### src/hw/rtl/exprt_pkg.sv
// Package for the fixed-point e^x core: Q.32 constants, result width,
// sequencer and multiplier state codes, and the multiply request/response structs.
// No dependencies.
package exprt_pkg;

  // Result width (unsigned, FRAC_BITS fraction bits)
  localparam int VALUE_W = 40;
  // Internal Q.32 word and width of the narrow multiplier operand
  localparam int Q_W     = 64;
  localparam int B_W     = 34;
  // Multiplier lane widths: low half of the wide operand, and the full product
  localparam int HALF_W  = 32;
  localparam int PROD_W  = HALF_W + B_W;

  localparam logic [VALUE_W-1:0] VALUE_MAX = {VALUE_W{1'b1}};

  // Q.32 constants, rounded to nearest
  localparam logic [Q_W-1:0] Q_ONE     = 64'd4294967296;
  localparam logic [B_W-1:0] Q_E       = 34'd11674931555;
  localparam logic [B_W-1:0] Q_INV_E   = 34'd1580030169;
  localparam logic [B_W-1:0] Q_HALF    = 34'd2147483648;
  localparam logic [B_W-1:0] Q_THIRD   = 34'd1431655765;
  localparam logic [B_W-1:0] Q_QUARTER = 34'd1073741824;
  localparam logic [B_W-1:0] Q_FIFTH   = 34'd858993459;

  // Sequencer states
  typedef enum logic [1:0] {
    S_IDLE,
    S_ISSUE,
    S_WAIT,
    S_OUT
  } seq_state_t;

  // Multiply steps: integer power, then Horner terms, then the final product
  typedef enum logic [3:0] {
    OP_POW,
    OP_P5,
    OP_U4,
    OP_T4,
    OP_U3,
    OP_T3,
    OP_U2,
    OP_T2,
    OP_P,
    OP_FIN
  } op_t;

  // Shared multiplier phases
  typedef enum logic [1:0] {
    MP_IDLE,
    MP_LOW,
    MP_HIGH
  } mul_phase_t;

  // One Q.32 multiply: floor(a * b / 2^32)
  typedef struct packed {
    logic           start;
    logic [Q_W-1:0] a;
    logic [B_W-1:0] b;
  } qmul_req_t;

  typedef struct packed {
    logic           done;
    logic [Q_W-1:0] res;
  } qmul_rsp_t;

endpackage

### src/hw/rtl/exp_range_reduced_taylor_core.sv
// Each Q.32 multiply uses the shared 32x34 multiplier; an item takes at most n + 9 multiplies,
// n = |floor(x)| (0..16 at default width), fewer when the integer power saturates.
// One item at a time: s_axis_tready is high only while the sequencer is idle.
// A finished result waits in the output register while the next beat is taken.
// Reset: rst, synchronous, active high, clears sequencer, multiplier and tvalid.
// Top level of the e^x core; uses exprt_pkg, exprt_seq and exprt_qmul.
module exp_range_reduced_taylor_core #(
  parameter int INT_BITS  = 5,
  parameter int FRAC_BITS = 16,
  localparam int ARG_W      = INT_BITS + FRAC_BITS,
  localparam int IN_TDATA_W = ((ARG_W + 7) / 8) * 8
) (
  input  logic                          clk,
  input  logic                          rst,
  input  logic                          s_axis_tvalid,
  output logic                          s_axis_tready,
  input  logic [IN_TDATA_W-1:0]         s_axis_tdata,  // [ARG_W-1:0] arg
  output logic                          m_axis_tvalid,
  input  logic                          m_axis_tready,
  output logic [exprt_pkg::VALUE_W-1:0] m_axis_tdata   // [39:0] value
);

  exprt_pkg::qmul_req_t              mul_req;
  exprt_pkg::qmul_rsp_t              mul_rsp;
  logic                              res_valid;
  logic                              res_ready;
  logic [exprt_pkg::VALUE_W-1:0]     res_value;

  exprt_seq #(
    .INT_BITS  (INT_BITS),
    .FRAC_BITS (FRAC_BITS)
  ) u_seq (
    .clk       (clk),
    .rst       (rst),
    .in_valid  (s_axis_tvalid),
    .in_ready  (s_axis_tready),
    .in_arg    (s_axis_tdata[ARG_W-1:0]),
    .out_valid (res_valid),
    .out_ready (res_ready),
    .out_value (res_value),
    .mul_req   (mul_req),
    .mul_rsp   (mul_rsp)
  );

  exprt_qmul u_qmul (
    .clk (clk),
    .rst (rst),
    .req (mul_req),
    .rsp (mul_rsp)
  );

  // Output register: loads when empty or being drained
  assign res_ready = !m_axis_tvalid || m_axis_tready;

  always_ff @(posedge clk) begin
    if (rst) begin
      m_axis_tvalid <= 1'b0;
    end else if (res_valid && res_ready) begin
      m_axis_tvalid <= 1'b1;
    end else if (m_axis_tready) begin
      m_axis_tvalid <= 1'b0;
    end
  end

  always_ff @(posedge clk) begin
    if (res_valid && res_ready) m_axis_tdata <= res_value;
  end

`ifndef SYNTH
  // A taken input beat makes the core busy
  a_busy_after_accept: assert property (@(posedge clk) disable iff (rst)
    s_axis_tvalid && s_axis_tready |=> !s_axis_tready)
    else $error("core ready again right after taking a beat");

  // Every multiply request is answered by a done pulse after the LOW and HIGH phases
  a_mul_latency: assert property (@(posedge clk) disable iff (rst)
    mul_req.start |-> ##3 mul_rsp.done)
    else $error("multiplier response missing");

  // A result handed over always shows up on the output
  a_result_loaded: assert property (@(posedge clk) disable iff (rst)
    res_valid && res_ready |=> m_axis_tvalid)
    else $error("result lost at output register");
`endif

endmodule

### src/hw/rtl/exprt_qmul.sv
// Shared Q.32 multiplier: one 32x34 multiplier used twice per request.
// Depends on exprt_pkg.
module exprt_qmul (
  input  logic                 clk,
  input  logic                 rst,
  input  exprt_pkg::qmul_req_t req,
  output exprt_pkg::qmul_rsp_t rsp
);

  exprt_pkg::mul_phase_t             phase;
  exprt_pkg::mul_phase_t             phase_next;
  logic [exprt_pkg::HALF_W-1:0]      a_hi;
  logic [exprt_pkg::B_W-1:0]         b_q;
  logic [exprt_pkg::PROD_W-1:0]      prod;
  logic [exprt_pkg::B_W-1:0]         lo;
  logic [exprt_pkg::Q_W-1:0]         res;
  logic                              done;
  logic [exprt_pkg::HALF_W-1:0]      mul_a;
  logic [exprt_pkg::B_W-1:0]         mul_b;
  logic [exprt_pkg::PROD_W-1:0]      mul_p;

  // Low half of a on the first beat, high half on the second
  always_comb begin
    if (phase == exprt_pkg::MP_IDLE) begin
      mul_a = req.a[exprt_pkg::HALF_W-1:0];
      mul_b = req.b;
    end else begin
      mul_a = a_hi;
      mul_b = b_q;
    end
    mul_p = {{exprt_pkg::B_W{1'b0}}, mul_a} * {{exprt_pkg::HALF_W{1'b0}}, mul_b};
  end

  // Phase sequencing
  always_comb begin
    phase_next = phase;
    case (phase)
      exprt_pkg::MP_IDLE: begin
        if (req.start) phase_next = exprt_pkg::MP_LOW;
      end
      exprt_pkg::MP_LOW:  phase_next = exprt_pkg::MP_HIGH;
      exprt_pkg::MP_HIGH: phase_next = exprt_pkg::MP_IDLE;
      default:            phase_next = exprt_pkg::MP_IDLE;
    endcase
  end

  always_ff @(posedge clk) begin
    if (rst) begin
      phase <= exprt_pkg::MP_IDLE;
      done  <= 1'b0;
    end else begin
      phase <= phase_next;
      done  <= (phase == exprt_pkg::MP_HIGH);
    end
  end

  // Partial products and recombination: a_hi*b + (a_lo*b >> 32)
  always_ff @(posedge clk) begin
    case (phase)
      exprt_pkg::MP_IDLE: begin
        if (req.start) begin
          prod <= mul_p;
          a_hi <= req.a[exprt_pkg::Q_W-1:exprt_pkg::HALF_W];
          b_q  <= req.b;
        end
      end
      exprt_pkg::MP_LOW: begin
        prod <= mul_p;
        lo   <= prod[exprt_pkg::PROD_W-1:exprt_pkg::HALF_W];
      end
      exprt_pkg::MP_HIGH: begin
        res <= prod[exprt_pkg::Q_W-1:0]
               + {{(exprt_pkg::Q_W-exprt_pkg::B_W){1'b0}}, lo};
      end
      default: ;
    endcase
  end

  assign rsp.done = done;
  assign rsp.res  = res;

endmodule

### src/hw/rtl/exprt_seq.sv
// Sequencer for e^x: range reduction, integer power loop, Horner polynomial,
// final product and output scaling. Drives exprt_qmul; depends on exprt_pkg.
module exprt_seq #(
  parameter int INT_BITS  = 5,
  parameter int FRAC_BITS = 16
) (
  input  logic                          clk,
  input  logic                          rst,
  input  logic                          in_valid,
  output logic                          in_ready,
  input  logic [INT_BITS+FRAC_BITS-1:0] in_arg,
  output logic                          out_valid,
  input  logic                          out_ready,
  output logic [exprt_pkg::VALUE_W-1:0] out_value,
  output exprt_pkg::qmul_req_t          mul_req,
  input  exprt_pkg::qmul_rsp_t          mul_rsp
);

  localparam int ARG_W = INT_BITS + FRAC_BITS;
  localparam int SHIFT = exprt_pkg::HALF_W - FRAC_BITS;

  exprt_pkg::seq_state_t             state;
  exprt_pkg::seq_state_t             state_next;
  exprt_pkg::op_t                    op;
  exprt_pkg::op_t                    op_next;
  logic [INT_BITS-1:0]               count;
  logic                              use_e;
  logic [exprt_pkg::Q_W-1:0]         run;
  logic [exprt_pkg::B_W-1:0]         t;
  logic [exprt_pkg::HALF_W-1:0]      u;
  logic [exprt_pkg::HALF_W-1:0]      f;
  logic [exprt_pkg::VALUE_W-1:0]     value;

  logic                              neg;
  logic [INT_BITS-1:0]               ipart;
  logic [INT_BITS-1:0]               steps;
  logic [exprt_pkg::HALF_W-1:0]      f_in;
  logic                              run_over;
  logic [exprt_pkg::Q_W-1:0]         v_full;
  logic                              fin_over;
  logic [exprt_pkg::Q_W-1:0]         one_plus;
  logic                              mul_start;

  // Split x into floor(x) and the fraction, fraction scaled to Q.32
  always_comb begin
    neg   = in_arg[ARG_W-1];
    ipart = in_arg[ARG_W-1:FRAC_BITS];
    steps = neg ? INT_BITS'(~ipart + 1'b1) : ipart;
    f_in  = exprt_pkg::HALF_W'(in_arg[FRAC_BITS-1:0]) << SHIFT;
  end

  // Checks and sums on the multiplier result
  always_comb begin
    run_over = |mul_rsp.res[exprt_pkg::Q_W-1:exprt_pkg::Q_W-2];
    v_full   = mul_rsp.res >> SHIFT;
    fin_over = |v_full[exprt_pkg::Q_W-1:exprt_pkg::VALUE_W];
    one_plus = exprt_pkg::Q_ONE + mul_rsp.res;
  end

  // Operands for each step
  always_comb begin
    mul_req.start = mul_start;
    mul_req.a = {{exprt_pkg::HALF_W{1'b0}}, f};
    mul_req.b = t;
    case (op)
      exprt_pkg::OP_POW: begin
        mul_req.a = run;
        mul_req.b = use_e ? exprt_pkg::Q_E : exprt_pkg::Q_INV_E;
      end
      exprt_pkg::OP_P5: mul_req.b = exprt_pkg::Q_FIFTH;
      exprt_pkg::OP_U4: mul_req.b = exprt_pkg::Q_QUARTER;
      exprt_pkg::OP_U3: mul_req.b = exprt_pkg::Q_THIRD;
      exprt_pkg::OP_U2: mul_req.b = exprt_pkg::Q_HALF;
      exprt_pkg::OP_T4, exprt_pkg::OP_T3, exprt_pkg::OP_T2: begin
        mul_req.a = {{exprt_pkg::HALF_W{1'b0}}, u};
      end
      exprt_pkg::OP_FIN: mul_req.a = run;
      default: ;
    endcase
  end

  // Next state and handshake outputs
  always_comb begin
    state_next    = state;
    op_next       = op;
    mul_start     = 1'b0;
    in_ready      = (state == exprt_pkg::S_IDLE);
    out_valid     = (state == exprt_pkg::S_OUT);
    case (state)
      exprt_pkg::S_IDLE: begin
        if (in_valid) begin
          state_next = exprt_pkg::S_ISSUE;
          op_next    = (steps == '0) ? exprt_pkg::OP_P5 : exprt_pkg::OP_POW;
        end
      end
      exprt_pkg::S_ISSUE: begin
        mul_start     = 1'b1;
        state_next    = exprt_pkg::S_WAIT;
      end
      exprt_pkg::S_WAIT: begin
        if (mul_rsp.done) begin
          state_next = exprt_pkg::S_ISSUE;
          case (op)
            exprt_pkg::OP_POW: begin
              if (run_over) begin
                state_next = exprt_pkg::S_OUT;
              end else if (count == INT_BITS'(1)) begin
                op_next = exprt_pkg::OP_P5;
              end
            end
            exprt_pkg::OP_P5:  op_next = exprt_pkg::OP_U4;
            exprt_pkg::OP_U4:  op_next = exprt_pkg::OP_T4;
            exprt_pkg::OP_T4:  op_next = exprt_pkg::OP_U3;
            exprt_pkg::OP_U3:  op_next = exprt_pkg::OP_T3;
            exprt_pkg::OP_T3:  op_next = exprt_pkg::OP_U2;
            exprt_pkg::OP_U2:  op_next = exprt_pkg::OP_T2;
            exprt_pkg::OP_T2:  op_next = exprt_pkg::OP_P;
            exprt_pkg::OP_P:   op_next = exprt_pkg::OP_FIN;
            exprt_pkg::OP_FIN: state_next = exprt_pkg::S_OUT;
            default:           state_next = exprt_pkg::S_IDLE;
          endcase
        end
      end
      exprt_pkg::S_OUT: begin
        if (out_ready) state_next = exprt_pkg::S_IDLE;
      end
      default: state_next = exprt_pkg::S_IDLE;
    endcase
  end

  always_ff @(posedge clk) begin
    if (rst) begin
      state <= exprt_pkg::S_IDLE;
      op    <= exprt_pkg::OP_POW;
    end else begin
      state <= state_next;
      op    <= op_next;
    end
  end

  // Working registers
  always_ff @(posedge clk) begin
    if (state == exprt_pkg::S_IDLE && in_valid) begin
      f     <= f_in;
      count <= steps;
      use_e <= !neg;
      run   <= exprt_pkg::Q_ONE;
    end
    if (state == exprt_pkg::S_WAIT && mul_rsp.done) begin
      case (op)
        exprt_pkg::OP_POW: begin
          run   <= mul_rsp.res;
          count <= count - 1'b1;
          // running value out of range: result saturates
          if (run_over) value <= exprt_pkg::VALUE_MAX;
        end
        exprt_pkg::OP_U4, exprt_pkg::OP_U3, exprt_pkg::OP_U2: begin
          u <= mul_rsp.res[exprt_pkg::HALF_W-1:0];
        end
        exprt_pkg::OP_FIN: begin
          value <= fin_over ? exprt_pkg::VALUE_MAX : v_full[exprt_pkg::VALUE_W-1:0];
        end
        default: t <= one_plus[exprt_pkg::B_W-1:0];
      endcase
    end
  end

  assign out_value = value;

endmodule

### config.mk
export PLATFORM = sky130hd
export DESIGN_NAME = exp_range_reduced_taylor_core
export DESIGN_NICKNAME = d
export VERILOG_FILES = /design/src/hw/rtl/exprt_pkg.sv /design/src/hw/rtl/exp_range_reduced_taylor_core.sv /design/src/hw/rtl/exprt_qmul.sv /design/src/hw/rtl/exprt_seq.sv
export SDC_FILE = /design/constraint.sdc
export NUM_CORES = 2
export LEC_CHECK = 0
export BUFFER_PORTS_ARGS = -buffer_cell sky130_fd_sc_hd__clkbuf_2
export CAP_MARGIN = 20
export CORE_MARGIN = 2
export CORE_UTILIZATION = 43
export CTS_BUF_LIST = sky130_fd_sc_hd__clkbuf_4
export DETAILED_ROUTE_END_ITERATION = 12
export GPL_ROUTABILITY_DRIVEN = 0
export GPL_TIMING_DRIVEN = 0
export REMOVE_ABC_BUFFERS = 1
export SLEW_MARGIN = 20
export SYNTH_ARGS = -nofsm -noshare
export SYNTH_HDL_FRONTEND = slang
export SYNTH_SLANG_ARGS = --single-unit
### constraint.sdc
create_clock -name clk -period 10.2 [get_ports clk]
set_clock_uncertainty 0.05 [all_clocks]
set_input_delay 1.53 -clock clk [delete_from_list [all_inputs] [get_ports clk]]
set_output_delay 1.53 -clock clk [all_outputs]
set_load 0.05 [all_outputs]
Word-level counts from Yosys, hierarchy flattened
Cells that the tools add are included.

Logic and storage cells: 111. Register bits: 472.

Reduce and logical (&&, ||, !) cells: 28. Bitwise logic cells: 2. $mul: 1. Eq/ne operators: 23. Mux-type cells: 35. $add $sub $neg: 4.

Operators with widths (count): 64-bit 2-to-1 mux (3); 34-bit one-hot mux with 5 select lines (1); 66-bit one-hot mux with 2 select lines (1); 64-bit one-hot mux with 2 select lines (1); 40-bit 2-to-1 mux (2); 40-bit one-hot mux with 2 select lines (1); 34-bit 2-to-1 mux (2); 32-bit by 34-bit multiplier with 66-bit output (1); 66-bit 2-to-1 mux (1); 64-bit by 34-bit adder with 64-bit output (1); 4-bit one-hot mux with 9 select lines (1); 33-bit by 34-bit adder with 34-bit output (first input constant) (1); 32-bit 2-to-1 mux (1); 5-bit 2-to-1 mux (4); 4-bit by 3-bit == test with 1-bit output (second input constant) (4); 4-bit 2-to-1 mux (4); 8-bit OR reduction (2); 2-bit 2-to-1 mux (5); 10-bit inequality test (second input constant) (1); 4-bit by 2-bit == test with 1-bit output (second input constant) (2); 4-bit == test (second input constant) (2); 2-bit one-hot mux with 4 select lines (1); 4-bit one-hot mux with 2 select lines (1); 2-bit AND reduction (4); other kinds (27) (46).

Logic depth before layout (Yosys ltp)
Word-level depth: 7. Mapped depth: 36. Mapped depth without buffers: 30.

Cells and area by module
From an unflattened synthesis, not the netlist that was laid out.

Cell total of the unflattened synthesis: 5441. Area total of the unflattened synthesis: 54050.6 sq um.

Modules (own cells, without submodules): exprt_qmul (times used 1, seq. area each 6966.7 sq um, area an instance 44620.3 sq um, cells an instance 4666); exprt_seq (times used 1, seq. area each 5195.0 sq um, area an instance 8174.1 sq um, cells an instance 730); exp_range_reduced_taylor_core (times used 1, seq. area each 1221.2 sq um, area an instance 1256.2 sq um, cells an instance 45).

Worst setup path after synthesis
No wires, ideal clock.

Path type: reg2reg. Start: reg u_seq.op[2]. End: reg u_qmul.prod[55] (netlist name), data pin. Slack: 1.772 ns. Clock period less this slack: 8.428 ns. Library setup time: 0.190 ns. Data arrival time: 8.188 ns. Cell stages (with the launch flop): 32. Path buffers: 5. Cells stage by stage: dfxtp_1 > buf_2 > or2_1 > buf_2 > buf_2 > a21oi_1 > o21ai_0 > o21ai_1 > buf_2 > nand2_1 > fa_1 > inv_1 > fa_1 > inv_1 > fa_1 > fa_1 > inv_1 > fa_1 > inv_1 > fa_1 > inv_1 > fa_1 > fa_1 > ha_1 > buf_2 > a21oi_1 > o21ai_0 > a221o_1 > a2111oi_4 > nor4_4 > o211a_1 > a2111oi_2.

Word-level cells in the longest chain between the ends: 7. Elaborated cells on any way between the ends: 18. Classes of those cells: mul (1); eq/ne (8); mux (6); reduce/logical (3).

Ends and longest elaborated chain: start, declared (line exprt_seq.sv:24) `exprt_pkg::op_t op;`; start signal, assigned (line exprt_seq.sv:134) `op <= exprt_pkg::OP_POW;`; start signal, assigned (line exprt_seq.sv:137) `op <= op_next;`; 4-bit by 2-bit == test with 1-bit output, or another cell as far along (line exprt_seq.sv:65) `case (op)`; 3-bit OR reduction or 2-bit OR reduction (tied branches); 64-bit one-hot mux with 2 select lines (line exprt_seq.sv:65); 32-bit 2-to-1 mux (line exprt_qmul.sv:24) `if (phase == exprt_pkg::MP_IDLE) begin`; 32-bit by 34-bit multiplier with 66-bit output * (line exprt_qmul.sv:31) `mul_p = {{exprt_pkg::B_W{1'b0}}, mul_a} * {{exprt_pkg::HALF_W{1'b0}}, mul_b};`; via u_qmul.mul_p, one bit (line exprt_qmul.sv:20) `logic [exprt_pkg::PROD_W-1:0] mul_p;`; 66-bit 2-to-1 mux (line exprt_qmul.sv:61) `if (req.start) begin`; 66-bit one-hot mux with 2 select lines * (line exprt_qmul.sv:59) `case (phase)`; end signal, assigned (line exprt_qmul.sv:62) `prod <= mul_p;`; end signal, assigned (line exprt_qmul.sv:68) `prod <= mul_p;`; end, declared (line exprt_qmul.sv:14) `logic [exprt_pkg::PROD_W-1:0] prod;`.

The timed path passes the listed nets; every way through them passes the cells marked *. The select of a mux whose other input is x is not followed. A chain may end at the register's enable or synchronous reset.

Final worst setup path
Start: reg u_seq.op[1]. End: reg u_qmul.prod[58] (netlist name), data pin.

The elaborated chain is that of the path after synthesis.

==> flow_summary.yaml <==
route:
  viasPerCell: 5.55
  wire_per_inst_um: 23.8
  num_vias: 40700
  drc: 0
  wirelength_um: 174000
  ant_nets: 0
  first_pass_iters: 6
  drtIter0Drc: 4153
placement:
  dp.cells: 7066
  dpl_worst_slack_ns: -0.515
  dp_hpwl_um: 138000
  port_buffers: 66
critical_path:
  cp_top_family: "adder cells"
  critPathBufInv: 6
  cp_slowest_cell: "nor3_2"
  cp-startpoint: "u_seq.op[1]"
  startpoint_type: "flop"
  arrival_ns: 10.47
  worstRegToRegCells: 28
  endpoint_kind: "flop"
  r2r_start: "u_seq.op[1]"
  path_max_fanout: 14
  r2r_slack_ns: 0.28
  worst-path-stages: 28
  r2r-end: "u_qmul.prod[58]"
  path_common_cell: "fa_1"
  cpPeakStageDelay_ns: 0.65
  critPathKind: "flop to flop"
  required_ns: 10.75
  endpoint: "u_qmul.prod[58]"
die:
  die_height_um: 358
  start_util_pct: 43.4
  core_area_mm2: 0.124
  die_area_mm2: 0.128
  io_pins: 70
  die_w_um: 358
  num_rows: 129
cts:
  clkSinkCount: 472
  htree_levels: 3
  cts_tree: "done"
  root_buffer: "clkbuf_4"
  hold_buffers: 0
  cts_max_path_buffers: 3
  path_clk_slew_ns: 0.07
  worstSkewPairLatency_ns: 0.89
  cts_buffers: 120
synth:
  synth_area_leaders: "fa_1, edfxtp_1, ha_1"
  yosysTopAreaCell: "fa_1"
  synth.distinct_cells: 81
  syn_area_per_cell_um2: 9.72
  syn_inst: 5546
  syn_area_mm2: 0.0539
  ys_seq_area_share_pct: 24.8
  yosysWarnings: 0
  synth_seq_cells: 472
  synth_edf_count: 393
  synthArstFlopShare_pct: 0
  synthFlopType: "edfxtp_1"
  synth_top_area_share_pct: 35.5
global_routing:
  antenna_found_initial: 9
  grt_first_pass_wirelength_um: 262000
  track_usage_pct: 27.8
  grt_max_degree: 44
  grt-ovfl-total: 0
  grt_pass1_vias: 41100
sta:
  fin_ws_ns: 0.281
  fmax_ghz: 0.101
  slew_headroom_pct: 16.3
  max_slew.worst_pin.slew_ns: 1.24
  fin_crit_ns: 9.92
  hold_violations: 0
  maxSlewViolCount: 0
  fin_setup_tns_ns: 0
  period_share_pct: 97.2
  setup_viol: 0
cells_and_area:
  nNetsFinal: 6864
  mostFrequentLayoutCells: "inv_1, fa_1, nand2_1"
  final_cells: 7323
  finish.utilization_pct: 48.5
  area_growth_pct: 11.6
  drive_above_1_share_pct: 10.8
  layout_commonest_cell: "inv_1"
worst_hold_path:
  hold_path_class: "flop to flop"
flow_run:
  max_cap_violations: 0
status:
  status: "finished clean"
[layer usage]
| metal | global-route usage, % | vias up | share of wire, % |
|---|---|---|---|
| met4 | 12.2 | 6 | 5.1 |
| met1 | 38.5 | 20900 | 40 |
| met3 | 4.01 | 355 | 9.0 |
| met5 | 0 | - | 0.025 |
| met2 | 43.6 | 2001 | 45 |
| li1 | - | 17400 | - |
[synthesized netlist by cell type, types with 5 or more instances]
cell and n:
inv_1 994, fa_1 957, nand2_1 851, nor2_1 620, edfxtp_1 393, ha_1 302
a21oi_1 174, clkbuf_1 147, buf_2 110, nand3_1 97, o21ai_0 96, a21o_1 81
dfxtp_1 79, xnor2_1 70, and2_1 53, xor2_1 48, or2_2 45, nand4_1 40
nor3_1 39, o21a_1 34, and3_1 22, buf_1 21, o21bai_1 20, a211oi_1 16
a22oi_1 16, a22o_1 15, o21ai_1 15, a31oi_1 14, nand2b_1 11, o211ai_1 10
nor2b_1 9, nor4_1 9, a21oi_2 8, o31ai_1 7, a311oi_1 6, nor3b_1 6
a221oi_1 5, a41oi_1 5, nor4b_1 5, o211a_1 5, or3_1 5
[how the worst min path moves through the flow]
| stage | from | to | slack (ns) | depth (start not counted) |
|---|---|---|---|---|
| 6_report | u_seq.out_value[18] | m_axis_tdata[18] | 0.34 | 0 |
| 5_1_grt | u_seq.out_value[16] | m_axis_tdata[16] | 0.37 | 0 |
| 4_1_cts | u_seq.out_value[6] | m_axis_tdata[6] | 0.36 | 0 |
| 3_5_place_dp | u_seq.out_value[0] | m_axis_tdata[0] | 0.35 | 0 |
| 3_3_place_gp | u_seq.out_value[37] | m_axis_tdata[37] | 0.35 | 0 |
| 2_1_floorplan | u_seq.out_value[0] | m_axis_tdata[0] | 0.35 | 0 |
[sequential cells by signal, indices dropped and copies added, names as in the netlist]
name,count
u_qmul.res,64
u_qmul.lo,34
u_seq.state,2
u_seq.op,4
u_qmul.done,1
u_qmul.b_q,34
u_seq.t,34
u_seq.out_value,40
u_seq.run,64
u_seq.count,5
u_qmul.a_hi,32
u_seq.u,32
u_seq.use_e,1
u_qmul.prod,66
m_axis_tdata,40
u_seq.f,16
m_axis_tvalid,1
u_qmul.phase,2
[per-stage QoR]
stage,hold WS [ns],area (um^2)
2_1_floorplan,0.350,52700
3_3_place_gp,0.353,55100
3_5_place_dp,0.355,58000
4_1_cts,0.356,59800
5_1_grt,0.368,60200
6_report,0.344,60200
[cell type report]
class	instances	area, um^2
Fill cell	11500	63900
Antenna cell	3	7.51
Multi-Input combinational cell	3796	36500
Sequential cell	472	13400
Clock buffer	199	1490
Tap cell	1637	2050
Inverter	994	3730
Timing Repair Buffer	193	2820
Clock inverter	29	176
[cell families (layout without fill, tap and decap cells)]
family | Yosys count | in the layout | synth area share, %
simple gates | 1840 | 1840 | 14.4
buf+inv | 1278 | 1415 | 9.20
fa+ha+maj | 1259 | 1259 | 42.5
compound gates | 572 | 572 | 6.98
flops | 472 | 472 | 24.8
xor+xnor | 118 | 118 | 1.92
mux | 7 | 7 | 0.139
other cells | 0 | 3 | 0
[repair_timing]
action	in CTS	in global routing
endpoints found under the setup margin	26	31
buffers inserted	3	22
gates resized for setup	21	32
pin swaps	1	10
hold endpoints to repair	0	0
Power is left out: the tool's default activity adds up to more than one toggle a clock period on the data nets, which glitch-free logic cannot reach.
